File: config.mk
export PLATFORM = sky130hd
export DESIGN_NAME = mse_ram
export DESIGN_NICKNAME = d
export VERILOG_FILES = /design/src/hw/rtl/mse_pkg.sv /design/src/hw/rtl/mse_ram.sv
export SDC_FILE = /design/constraint.sdc
export NUM_CORES = 2
export LEC_CHECK = 0
export BUFFER_PORTS_ARGS = -buffer_cell sky130_fd_sc_hd__buf_2
export CAP_MARGIN = 20
export CELL_PAD_IN_SITES_DETAIL_PLACEMENT = 1
export CELL_PAD_IN_SITES_GLOBAL_PLACEMENT = 1
export CORE_UTILIZATION = 36
export DETAILED_ROUTE_END_ITERATION = 10
export PLACE_DENSITY_LB_ADDON = 0.12
export SLEW_MARGIN = 30
export SYNTH_ARGS = -nofsm -noshare
export SYNTH_HDL_FRONTEND = slang
export SYNTH_SLANG_ARGS = --single-unit
File: constraint.sdc
create_clock -name clk -period 3.5 [get_ports clk]
set_input_delay 0.525 -clock clk [delete_from_list [all_inputs] [get_ports clk]]
set_output_delay 0.525 -clock clk [all_outputs]
set_load 0.005 [all_outputs]
File: src/hw/rtl/mse_pkg.sv
`default_nettype none

package mse_pkg;

    localparam int DATA_W = 32;

    // Sequencer states: take items, set up one pair of runs, merge it, read the result out.
    typedef enum logic [1:0] {
        ST_IDLE,
        ST_SEG,
        ST_MERGE,
        ST_OUT
    } state_t;

endpackage

`default_nettype wire

File: src/hw/rtl/mse_ram.sv
`default_nettype none

module mse_ram
    import mse_pkg::*;
#(
    parameter int AW    = 6
)
(
    input  wire logic              clk,
    input  wire logic              we,
    input  wire logic [AW-1:0]     waddr,
    input  wire logic [DATA_W-1:0] wdata,
    input  wire logic [AW-1:0]     raddr_a,
    input  wire logic [AW-1:0]     raddr_b,
    output logic      [DATA_W-1:0] rdata_a,
    output logic      [DATA_W-1:0] rdata_b
);

    localparam int ROWS = 2 ** AW;

    logic [DATA_W-1:0] mem [ROWS];

    // One write port and two read ports. Read data is registered.
    always_ff @(posedge clk)
    begin
        if (we)
        begin
            mem[waddr] <= wdata;
        end
        rdata_a <= mem[raddr_a];
        rdata_b <= mem[raddr_b];
    end

endmodule

`default_nettype wire

==> flow_summary.json <==
{
  "worst-endpoint-required_ns": 4.25,
  "timing.rr.end": "rdata_a[13]$_DFF_P_",
  "via_per_inst": 6.13,
  "grt_use_met1_pct": 34.5,
  "slew_headroom_pct": 28.4,
  "io_pins": 116,
  "htree_levels": 4,
  "synth_area_leader_cell": "edfxtp_1",
  "grt_pass1_wl_um": 468000,
  "hold_class": "input pin to flop",
  "fin_crit_ns": 2.40,
  "postCtsHoldBufs": 0,
  "synth.distinct_cells": 38,
  "syn_area_per_cell_um2": 21.7,
  "worstSetupPathType": "input pin to flop",
  "slowest_delay_ns": 0.55,
  "crit_end": "rdata_a[14]$_DFF_P_",
  "nets": 4911,
  "crit_chain": "buf_8, buf_12, buf_4, mux4_2, mux2i_1, a21oi_1, nor2_1, o22ai_1",
  "gr-usage-met3_pct": 5.56,
  "drt-pass1-iter-count": 5,
  "ys_ff_latch": 2112,
  "path_max_fanout": 29,
  "final_util_pct": 42.7,
  "die_w_um": 517,
  "numPortBuffers": 115,
  "synth_fa_ha_area_share_pct": 0,
  "path_depth": 8,
  "numCtsBuffers": 236,
  "drt-total-wl_um": 343000,
  "p_per_area_mw_per_mm2": 517,
  "synth-edff-count": 2048,
  "ys.flop_type": "edfxtp_1",
  "cts_sinks": 2112,
  "syn_nets": 4464,
  "dpl_cell_area_mm2": 0.105,
  "rsz0062_at_grt": "no",
  "synth_compound_area_share_pct": 2.39,
  "cts_buffer_depth": 4,
  "use_met2_pct": 41.2,
  "drive_gt1_share_pct": 42.2,
  "cp_num_buf_inv": 3,
  "worstSkewPairLatency_ns": 0.91,
  "gr-total-overflow": 0,
  "ant_nets": 0,
  "cp.arrival_ns": 3.14,
  "yosys.area_share.xor_xnor_pct": 0,
  "syn_inst": 4412,
  "tns_ns": 0,
  "core_mm2": 0.263,
  "grt_pass1_vias": 55300,
  "max_freq_mhz": 417,
  "die-area_mm2": 0.268,
  "cts_resized": 0,
  "core.rowCount": 188,
  "startpoint": "raddr_a[0]",
  "via_count": 52600,
  "synth-simple-area-share_pct": 1.13,
  "gp_congestion": 0.793,
  "synthMuxAreaShare_pct": 29.0,
  "period_share_pct": 68.4,
  "r2r_start": "mem[6][13]$_DFFE_PP_",
  "netlist_area_mm2": 0.0957,
  "slowest_stage": "mux4_2",
  "antenna_found_initial": 25,
  "final-max-slew-violation-count": 0,
  "seq_area_frac_synth_pct": 65.6,
  "reg2reg_depth": 6,
  "synth_top_family_by_area": "multiplexers",
  "cap_violations": 0,
  "post-cts-setup-buffers": 0,
  "cp-end-kind": "flop",
  "hold_viol": 0,
  "cts_root_buffer": "clkbuf_16",
  "tightest_slew_ns": 1.07,
  "p_leak_uw": 0.0355,
  "start_util_pct": 36.3,
  "grt_max_degree": 65,
  "vdd_drop_max_mv": 0.405,
  "final-setup-viol-count": 0,
  "post_drt_wl_per_cell_um": 40.0,
  "r2r_slack_ns": 1.22,
  "finalInstanceArea_mm2": 0.112,
  "critPathLaunchType": "input pin",
  "post-route-drc-count": 0,
  "hold_start": "wdata[2]",
  "area_delta_synth_final_pct": 17.4,
  "critPathTopFamily": "buffers and inverters",
  "ys_warn_count": 0,
  "drt_iter0_markers": 5777,
  "cts_tree": "built",
  "dp_hpwl_um": 210000,
  "busiest_layer": "met2",
  "status": "completed",
  "skew_ns": 0.0570,
  "yosysTopAreaCellShare_pct": 64.3,
  "async_flop_share_pct": 0,
  "die_y_um": 517,
  "synthTopCellsByArea": "edfxtp_1 64%, mux4_2 26%, mux2i_1 2.1%",
  "grt_use_total_pct": 25.7,
  "min_path_cells": 1,
  "clk_pin_slew_ns": 0.06
}
-- flip-flops by register name, summed over array words and instances (netlist names) --
register / flops
rdata_b: 32
mem: 2048
rdata_a: 32
-- metrics by stage --
step | total power (µW) | std cells | setup WS [ns] | hold WS, ns
6_report | 58100 | 8577 | 1.10 | 0.123
2_1_floorplan | 31300 | 4412 | 0.478 | 0.624
3_3_place_gp | 33700 | 8136 | 0.159 | 0.846
4_1_cts | 58600 | 8566 | 1.12 | 0.0483
3_5_place_dp | 33700 | 8136 | 0.153 | 0.857
5_1_grt | 59600 | 8571 | 0.985 | 0.111
-- metal layers --
layer | part of all wire (%) | routed length, µm | vias to the layer above
li1 | - | - | 20500
met4 | 3.8 | 12900 | 14
met1 | 41 | 139000 | 29400
met3 | 7.8 | 26700 | 567
met2 | 48 | 164000 | 2193
met5 | 0.026 | 88 | -
-- layout by cell type (no fill, tap or decap), types with 16 or more instances in the layout --
| cell type | n |
|---|---|
| nand2_1 | 91 |
| clkinv_1 | 38 |
| dfxtp_1 | 64 |
| buf_2 | 88 |
| o211ai_1 | 27 |
| clkbuf_1 | 58 |
| o21ai_1 | 31 |
| a21oi_1 | 57 |
| o21ai_0 | 18 |
| mux2_2 | 36 |
| o221ai_1 | 16 |
| mux2i_1 | 203 |
| clkinv_2 | 48 |
| buf_12 | 143 |
| nor2_4 | 63 |
| mux4_2 | 1124 |
| o22ai_1 | 56 |
| clkbuf_16 | 240 |
| bufinv_16 | 24 |
| a22oi_1 | 85 |
| edfxtp_1 | 2048 |
| buf_4 | 316 |
| nor2_1 | 31 |
-- cell usage after synthesis, drive strengths merged (36+ instances only) --
master  number
a21oi       58
a22oi       85
buf        212
clkbuf     135
dfxtp       64
edfxtp    2048
mux2        36
mux2i      204
mux4      1124
nand2       93
nor2        94
o21ai       49
o22ai       56
-- kinds of logic after synthesis --
kind of cell,after synthesis
AOI/OAI and AO/OA,340
and+or+nand+nor,248
muxes,1364
buffers and inverters,348
DFF,2112
-- worst min path at each step --
| stage | to | slack [ns] |
|---|---|---|
| detailed placement | rdata_a[11]$_DFF_P_ | 0.86 |
| CTS | mem[19][2]$_DFFE_PP_ | 0.05 |
| finish | mem[21][2]$_DFFE_PP_ | 0.12 |
| global placement | rdata_a[11]$_DFF_P_ | 0.85 |
| floorplan | mem[0][0]$_DFFE_PP_ | 0.62 |
| global route | rdata_a[6]$_DFF_P_ | 0.11 |
-- power breakdown --
part	switching [µW]	total [µW]	internal, µW	leakage (µW)
registers	214	28200	28000	0.0190
clock network	10400	24900	14500	0.00373
logic	2870	4980	2110	0.0128
total	13500	58100	44600	0.0355
-- worst reg2reg max path: stages (launching register included) --
cell      delay, ns
edfxtp_1       0.39
mux4_2         0.48
mux2_2         0.27
o21ai_0        0.31
a21oi_1        0.08
buf_4          0.18
o32a_1         0.42
-- area by class of cell --
type / instances / area [µm²]
Fill cell: 24100 / 151000
Clock buffer: 309 / 6370
Inverter: 1 / 3.75
Clock inverter: 121 / 1210
Tap cell: 3515 / 4400
Antenna cell: 11 / 27.5
Timing Repair Buffer: 556 / 5800
Multi-Input combinational cell: 1952 / 31700
Sequential cell: 2112 / 62800
Note: power is estimated with default switching activity, not from simulation.
